==> src/rtl/map_point_store_defines.svh <==
`ifndef MAP_POINT_STORE_DEFINES_SVH
`define MAP_POINT_STORE_DEFINES_SVH

// Plain property, checked on every clock edge out of reset
`define MPS_ASSERT(lbl, prop, msg) \
    lbl: assert property (@(posedge i_clk) disable iff (!i_rst_n) (prop)) else $error(msg);

// Same-cycle implication
`define MPS_ASSERT_IMPL(lbl, ante, cons, msg) \
    lbl: assert property (@(posedge i_clk) disable iff (!i_rst_n) (ante) |-> (cons)) \
        else $error(msg);

// Next-cycle implication
`define MPS_ASSERT_NEXT(lbl, ante, cons, msg) \
    lbl: assert property (@(posedge i_clk) disable iff (!i_rst_n) (ante) |=> (cons)) \
        else $error(msg);

`endif

==> src/rtl/mps_pkg.sv <==
package mps_pkg;

    localparam int ENTRIES    = 1024;
    localparam int ADDR_W     = $clog2(ENTRIES);
    localparam int MARK_W     = ADDR_W + 1;
    localparam int POS_W      = 24;
    localparam int CONF_W     = 16;
    localparam int SEEN_W     = 32;
    localparam int RAD_W      = 48;
    localparam int SLOT_W     = 10;
    localparam int HW_W       = 11;
    localparam int CMD_W      = 2;
    localparam int CFG_IDX_W  = 4;
    localparam int CFG_DATA_W = 48;
    localparam int DIFF_W     = POS_W + 1;
    localparam int SQ_W       = 2 * DIFF_W;
    localparam int SUM_W      = SQ_W + 2;
    localparam int PROD_W     = 2 * CONF_W;
    localparam int Q_DEPTH    = 2;
    localparam int Q_PTR_W    = $clog2(Q_DEPTH);

    // Register indexes
    localparam logic [CFG_IDX_W-1:0] REG_DECAY     = CFG_IDX_W'(0);
    localparam logic [CFG_IDX_W-1:0] REG_KEEP      = CFG_IDX_W'(1);
    localparam logic [CFG_IDX_W-1:0] REG_RADIUS    = CFG_IDX_W'(2);
    localparam logic [CFG_IDX_W-1:0] REG_INIT_CONF = CFG_IDX_W'(3);

    // Register reset values
    localparam logic [CONF_W-1:0] RST_DECAY     = CONF_W'(62259);
    localparam logic [CONF_W-1:0] RST_KEEP      = CONF_W'(3277);
    localparam logic [RAD_W-1:0]  RST_RADIUS    = RAD_W'(16777);
    localparam logic [CONF_W-1:0] RST_INIT_CONF = CONF_W'(58982);

    typedef enum logic [CMD_W-1:0] {
        CMD_TICK   = 2'd0,
        CMD_INSERT = 2'd1,
        CMD_READ   = 2'd2,
        CMD_NOP    = 2'd3
    } t_cmd;

    typedef enum logic [1:0] {
        ST_DONE      = 2'd0,
        ST_INSERTED  = 2'd1,
        ST_DUPLICATE = 2'd2,
        ST_FULL      = 2'd3
    } t_status;

    typedef enum logic [2:0] {
        S_IDLE,
        S_TICK,
        S_SCAN,
        S_PLACE,
        S_READ
    } t_state;

    typedef struct packed {
        t_cmd                     cmd;
        logic signed [POS_W-1:0]  x;
        logic signed [POS_W-1:0]  y;
        logic signed [POS_W-1:0]  z;
        logic [SLOT_W-1:0]        read_slot;
    } t_item;

    typedef struct packed {
        logic                     active;
        logic [CONF_W-1:0]        conf;
        logic signed [POS_W-1:0]  x;
        logic signed [POS_W-1:0]  y;
        logic signed [POS_W-1:0]  z;
        logic [SEEN_W-1:0]        seen;
    } t_entry;

    typedef struct packed {
        logic [CONF_W-1:0] decay;
        logic [CONF_W-1:0] keep;
        logic [RAD_W-1:0]  radius;
        logic [CONF_W-1:0] init_conf;
    } t_cfg;

    typedef struct packed {
        t_status                  status;
        logic [SLOT_W-1:0]        slot;
        logic                     active;
        logic [CONF_W-1:0]        conf;
        logic signed [POS_W-1:0]  x;
        logic signed [POS_W-1:0]  y;
        logic signed [POS_W-1:0]  z;
        logic [SEEN_W-1:0]        seen;
        logic [HW_W-1:0]          high_water;
    } t_result;

endpackage

==> src/rtl/mps_ifs.sv <==
interface mps_in_if;
    import mps_pkg::*;
    logic                    valid;
    logic                    ready;
    logic [CMD_W-1:0]        command;
    logic signed [POS_W-1:0] pos_x;
    logic signed [POS_W-1:0] pos_y;
    logic signed [POS_W-1:0] pos_z;
    logic [SLOT_W-1:0]       read_slot;

    modport source (output valid, command, pos_x, pos_y, pos_z, read_slot, input ready);
    modport sink   (input valid, command, pos_x, pos_y, pos_z, read_slot, output ready);
endinterface


==> src/rtl/mps_front.sv <==
`include "map_point_store_defines.svh"

module mps_front (
    input  logic           i_clk,
    input  logic           i_rst_n,
    mps_in_if.sink         i_in,
    output mps_pkg::t_item o_item,
    output logic           o_item_valid,
    input  logic           i_item_ready
);
    import mps_pkg::*;

    t_item              r_q [Q_DEPTH];
    logic [Q_PTR_W-1:0] r_wp;
    logic [Q_PTR_W-1:0] r_rp;
    logic [Q_PTR_W:0]   r_cnt;
    logic               push;
    logic               pop;
    t_item              in_item;

    // Classify the incoming word
    always_comb begin
        in_item.cmd       = t_cmd'(i_in.command);
        in_item.x         = i_in.pos_x;
        in_item.y         = i_in.pos_y;
        in_item.z         = i_in.pos_z;
        in_item.read_slot = i_in.read_slot;
    end

    assign i_in.ready   = (r_cnt != (Q_PTR_W + 1)'(Q_DEPTH));
    assign push         = i_in.valid && i_in.ready;
    assign o_item_valid = (r_cnt != '0);
    assign o_item       = r_q[r_rp];
    assign pop          = o_item_valid && i_item_ready;

    // Queue words towards the back end
    always_ff @(posedge i_clk) begin
        if (!i_rst_n) begin
            r_wp  <= '0;
            r_rp  <= '0;
            r_cnt <= '0;
        end else begin
            if (push) begin
                r_q[r_wp] <= in_item;
                r_wp      <= r_wp + 1'b1;
            end
            if (pop) begin
                r_rp <= r_rp + 1'b1;
            end
            if (push && !pop) begin
                r_cnt <= r_cnt + 1'b1;
            end else if (pop && !push) begin
                r_cnt <= r_cnt - 1'b1;
            end
        end
    end

    `MPS_ASSERT(a_q_bound, r_cnt <= (Q_PTR_W + 1)'(Q_DEPTH), "queue count overflow")
    `MPS_ASSERT_NEXT(a_q_up, push && !pop, r_cnt == $past(r_cnt) + 1'b1, "queue did not grow")
    `MPS_ASSERT_NEXT(a_q_down, pop && !push, r_cnt == $past(r_cnt) - 1'b1, "queue did not shrink")
endmodule

==> src/flat_wrapper.sv <==
// flat-port wrapper written by rule: the top's interface ports become plain ports
module mps_front_flat import mps_pkg::*;
  (i_clk, i_rst_n, o_item, o_item_valid, i_item_ready, i_in_valid, i_in_command, i_in_pos_x, i_in_pos_y, i_in_pos_z, i_in_read_slot, i_in_ready);
  mps_in_if i_in_i ();
  input  logic i_clk;
  input  logic i_rst_n;
  output mps_pkg::t_item o_item;
  output logic o_item_valid;
  input  logic i_item_ready;
  input wire logic [$bits(i_in_i.valid)-1:0] i_in_valid;
  input wire logic [$bits(i_in_i.command)-1:0] i_in_command;
  input wire logic [$bits(i_in_i.pos_x)-1:0] i_in_pos_x;
  input wire logic [$bits(i_in_i.pos_y)-1:0] i_in_pos_y;
  input wire logic [$bits(i_in_i.pos_z)-1:0] i_in_pos_z;
  input wire logic [$bits(i_in_i.read_slot)-1:0] i_in_read_slot;
  output wire logic [$bits(i_in_i.ready)-1:0] i_in_ready;
  assign i_in_i.valid = i_in_valid;
  assign i_in_i.command = i_in_command;
  assign i_in_i.pos_x = i_in_pos_x;
  assign i_in_i.pos_y = i_in_pos_y;
  assign i_in_i.pos_z = i_in_pos_z;
  assign i_in_i.read_slot = i_in_read_slot;
  assign i_in_ready = i_in_i.ready;
  mps_front u_core (.i_clk(i_clk), .i_rst_n(i_rst_n), .i_in(i_in_i), .o_item(o_item), .o_item_valid(o_item_valid), .i_item_ready(i_item_ready));
endmodule
==> config.mk <==
export PLATFORM = sky130hd
export DESIGN_NAME = mps_front_flat
export DESIGN_NICKNAME = d
export VERILOG_FILES = /design/src/rtl/mps_pkg.sv /design/src/rtl/mps_ifs.sv /design/src/rtl/mps_front.sv /design/src/flat_wrapper.sv
export VERILOG_INCLUDE_DIRS = /design/src /design/src/rtl
export SDC_FILE = /design/constraint.sdc
export NUM_CORES = 1
export LEC_CHECK = 0
export ABC_AREA = 0
export BUFFER_PORTS_ARGS = -buffer_cell sky130_fd_sc_hd__buf_2
export CAP_MARGIN = 20
export CELL_PAD_IN_SITES_DETAIL_PLACEMENT = 1
export CELL_PAD_IN_SITES_GLOBAL_PLACEMENT = 1
export CORE_MARGIN = 3
export CORE_UTILIZATION = 39
export DETAILED_ROUTE_END_ITERATION = 6
export HOLD_SLACK_MARGIN = 0.03
export PLACE_DENSITY_LB_ADDON = 0.15
export SETUP_SLACK_MARGIN = 0.2
export SYNTH_ARGS = -nofsm -noshare
export SYNTH_HDL_FRONTEND = slang
export SYNTH_SLANG_ARGS = --single-unit
==> constraint.sdc <==
create_clock -name i_clk -period 4.3 [get_ports i_clk]
set_clock_uncertainty 0.1 [all_clocks]
set_input_delay 0.43 -clock i_clk [delete_from_list [all_inputs] [get_ports i_clk]]
set_output_delay 0.43 -clock i_clk [all_outputs]
set_load 0.05 [all_outputs]
# [After elaboration in Yosys (flattened, before gate mapping)]
# Memories as Yosys holds them, arrays and structs flattened. A register that Yosys moved wholly into a read port is not among the register bits.
# Cells that the tools add are included.
[word_totals] reg_bits=4 ramBits=168 word_cells=24 mem_count=1
[classes] addsub=4 n_eq_ne=1 mux=7 n_reduce_logical=8
[memory_table] name="u_core.r_q" depth=2 word_bits=84 read_ports=1 rd_ports_with_merged_regs=1 write_ports=1 line_no="mps_front.sv:13" text="t_item r_q [Q_DEPTH];"
[op_table] operator="$mux W1" n=5
[op_table] operator="$logic_and A1 B1 Y1" n=4
[op_table] operator="$mux W2" n=2
[op_table] operator="$reduce_bool A2 Y1" n=2
[op_table] operator="$add A1 B1 Y1 const B" n=2
[op_table] operator="$add A2 B1 Y2 const B" n=1
[op_table] operator="$logic_not A1 Y1" n=2
[op_table] operator="$ne A2 B2 Y1 const B" n=1
[op_table] operator="$sub A2 B1 Y2 const B" n=1

# [Longest topological paths before layout]
[logic_depth] ltp_word=6 mapped_depth=6 ltp_nobuf=6

# [Least setup slack after synthesis]
# No wires, ideal clock.
[synth_timing] kind="register -> register" start="reg u_core.r_cnt[0]" end="mem u_core.r_q[0][0] (netlist bit), enable pin" setup_ns=0.527 arrival_ns=4.448 required_ns=3.673 path_slack_ns=-0.775 stages_incl_launch_ff=5 n_path_buf=0 cell_sequence="dfxtp_1 nor2b_1 inv_1 nand3_1 nor2_1"
[synth_between] elab_chain_cells=5
[synth_lines] item="start: declaration" line_no="mps_front.sv:16" text="logic [Q_PTR_W:0] r_cnt;"
[synth_lines] item="start signal: assignment" line_no="mps_front.sv:51" text="r_cnt <= r_cnt + 1'b1;"
[synth_lines] item="start signal: assignment" line_no="mps_front.sv:53" text="r_cnt <= r_cnt - 1'b1;"
[synth_lines] item="$ne A2 B2 Y1" line_no="mps_front.sv:30" text="assign i_in.ready = (r_cnt != (Q_PTR_W + 1)'(Q_DEPTH));"
[synth_lines] item="via i_in_ready" line_no="flat_wrapper.sv:16" text="output wire logic [$bits(i_in_i.ready)-1:0] i_in_ready;"
[synth_lines] item="$logic_and A1 B1 Y1" line_no="mps_front.sv:31" text="assign push = i_in.valid && i_in.ready;"
[synth_lines] item="$mux W1" line_no="mps_front.sv:43" text="if (push) begin"
[synth_lines] item="$mux W1" line_no="mps_front.sv:38" text="if (!i_rst_n) begin"
[synth_lines] item="$mux W1 (implied by the code)" line_no="mps_front.sv:44" text="r_q[r_wp] <= in_item;"
[synth_lines] item="end: declaration" line_no="mps_front.sv:13"
# The timed path passes the listed nets, and every way through them passes these cells.

==> metrics.txt <==
status=finished clean; Longest Clk Path Bufs=2; H-tree Lvls=4; FMAX=0.370 GHz; die area=17,700 um^2; Worst Path Arrival=2.17 ns; largest net degree at the start of global routing=69; Max FO, Critical Path=34; Pins Over Slew Limit=0; antenna violations before repair=1; CTS tree=yes; Synth Area per Inst=21.8 um^2; critical path data required time=3.77 ns; DR vias/cell=4.69; Final Cycle Share=62.8%; clock slew seen by the registers of the worst setup and hold paths=0.06 ns; RR Endpoint=u_core.r_q[1][62]$_DFFE_PP_; Final Hold Fails=0; relative slew slack=36.1%; launch point of the worst reg-to-reg path=u_core.r_cnt[0]$_SDFFE_PN0P_; die height=133 um; first-pass GRT wire length=19.3 mm; final net count=566; clk_lat worst skew=0.42 ns; Initial Util=40.6%; Finished Cell Area=7990 um^2; DP Worst Slack=1.87 ns; drt pass-1 iters=4; leading area contributor after synthesis=edfxtp_1; syn nets=377; post-cts resize count=0; class of the worst hold path=in -> reg; crit end category=primary output; GRT overflow=0; layout cell share with drive strength beyond 1=60.4%; DP Area=7420 um^2; share of the synthesized area in the top cell type=80.2%; Yosys cell types=19; drt initial violations=199; slack of the critical path=1.60 ns; gpl congestion=0.697; hold buffers post-CTS=0; CP Launch Type=register; Worst R2R Setup Slack=2.03 ns; drt total wl=12.5 mm; register area share after synthesis=81.8%; Reg2Reg Depth=4; # IOs=174; CORE AREA=15,500 um^2; final setup vio count=0; CTS Root Cell=clkbuf_16; TNS Setup=0 ns; vias in the first global route=3,565; Placed Cells=669; clk sinks=173; via count=3,293; Pwr Density=644 nW/um^2; area of the multi-input gates=1090 um^2; I/O Buffers=173; Synthesis Warnings=0; Reg area=5150 um^2; IR drop worst, VDD=0.308 mV; Residual DRC=0; TritonCTS Buffers=17; minimum clock period=2.70 ns; Chip Width=133 um; Leak=2.94 nW; #FFs+latches synth=173; Total GRT Usage=14.4%; # fillers=1,454; commonest non-fill, non-tap cells in the layout=buf_2 (173), edfxtp_1 (168), mux2_2 (84); Routed Antenna Nets=0; Area growth, synth to finish=27.1%; Synth Cell Area=6290 um^2; most common cell after layout, fill and taps aside=buf_2; row count=45; HPWL after DPL=8.23 mm; CP Capture Point=o_item[11]; RSZ-0062 raised after global routing=false; Mapped Cells=288; Slew @ Worst Pin=0.958 ns; Crit Path Category=reg -> out; Finished Layout Cells=702; Max-Cap Viols=0; Post-CTS Repair Setup Buffers=0; dominant cells by area after synthesis=edfxtp_1 (80%), mux2_2 (15%), dfxtp_1 (1.6%); Avg WL per Cell=17.8 um
[how the worst min path moves through the flow]
stage	start	end	slack, ns	cells after the start
2_1_floorplan	u_core.r_cnt[1]$_SDFFE_PN0P_	u_core.r_cnt[1]$_SDFFE_PN0P_	0.37	2
3_3_place_gp	u_core.r_cnt[1]$_SDFFE_PN0P_	u_core.r_cnt[1]$_SDFFE_PN0P_	0.39	2
3_5_place_dp	u_core.r_cnt[1]$_SDFFE_PN0P_	u_core.r_cnt[1]$_SDFFE_PN0P_	0.43	2
4_1_cts	i_in_pos_y[19]	u_core.r_q[1][53]$_DFFE_PP_	0.07	1
5_1_grt	i_in_pos_y[19]	u_core.r_q[0][53]$_DFFE_PP_	0.07	1
6_report	i_in_pos_y[19]	u_core.r_q[1][53]$_DFFE_PP_	0.09	1
[critical path, stage by stage, from the launching register on]
cell and delay, ns:
dfxtp_4 0.66, buf_4 0.47, mux2_2 0.40, buf_2 0.21
[cell type report]
class | count | area share [%]
antenna | 1 | 0.0313
clock buffer | 18 | 5.37
clock inverter | 14 | 1.77
inverter | 2 | 0.0939
multi-input combinational | 104 | 13.6
sequential | 173 | 64.4
tap | 211 | 3.30
timing repair buffer | 179 | 11.4
[through the flow]
| step | util [%] | power (mW) | hold WS (ns) |
|---|---|---|---|
| finish | 51.6 | 5.15 | 0.0935 |
| global route | 51.6 | 5.36 | 0.0658 |
| CTS | 51.6 | 5.22 | 0.0706 |
| detailed placement | 47.9 | 3.73 | 0.430 |
| global placement | 47.9 | 3.71 | 0.389 |
| floorplan | - | 3.37 | 0.374 |
[synth_stat cells]
cell	number
buf_4	6
o21ai_0	2
inv_1	2
o21ai_1	1
dfxtp_1	5
nor2b_1	1
ha_1	1
mux2_2	84
or3_1	2
and3_1	1
buf_2	3
xor2_1	1
nand3_1	1
a21boi_1	2
xnor2_1	2
edfxtp_1	168
and2_1	3
nor2_1	2
or2_2	1
[power breakdown]
| group | internal [mW] | leakage [nW] | switching (mW) |
|---|---|---|---|
| sequential | 2.01 | 1.58 | 0.0811 |
| combinational | 0.456 | 1.08 | 1.13 |
| clock | 0.854 | 0.276 | 0.621 |
[cell families after synthesis]
group,count (synthesis),share of synthesized area (%)
flops,173,81.8
mux,84,15.0
xor+xnor,3,0.418
buf+inv,11,1.07
simple gates,11,0.995
fa+ha+maj,1,0.199
compound gates,5,0.477
[state kept, by name (all words and copies together), names as in the netlist, named ones only]
register	cells
u_core.r_cnt	2
u_core.r_q	168
u_core.r_rp	1
u_core.r_wp	1
[metal layers]
metal  vias to the layer above  part of all wire (%)  wire length, um  track usage (%)
met5                         -                  0.10               13                0
met4                         2                   1.3              163             5.02
met3                        14                   6.9              861             5.78
met2                       107                    51             6310             23.9
met1                      1647                    41             5120             17.1
li1                       1523                     -                -                -
No activity file was read; power rests on OpenSTA's default activity.
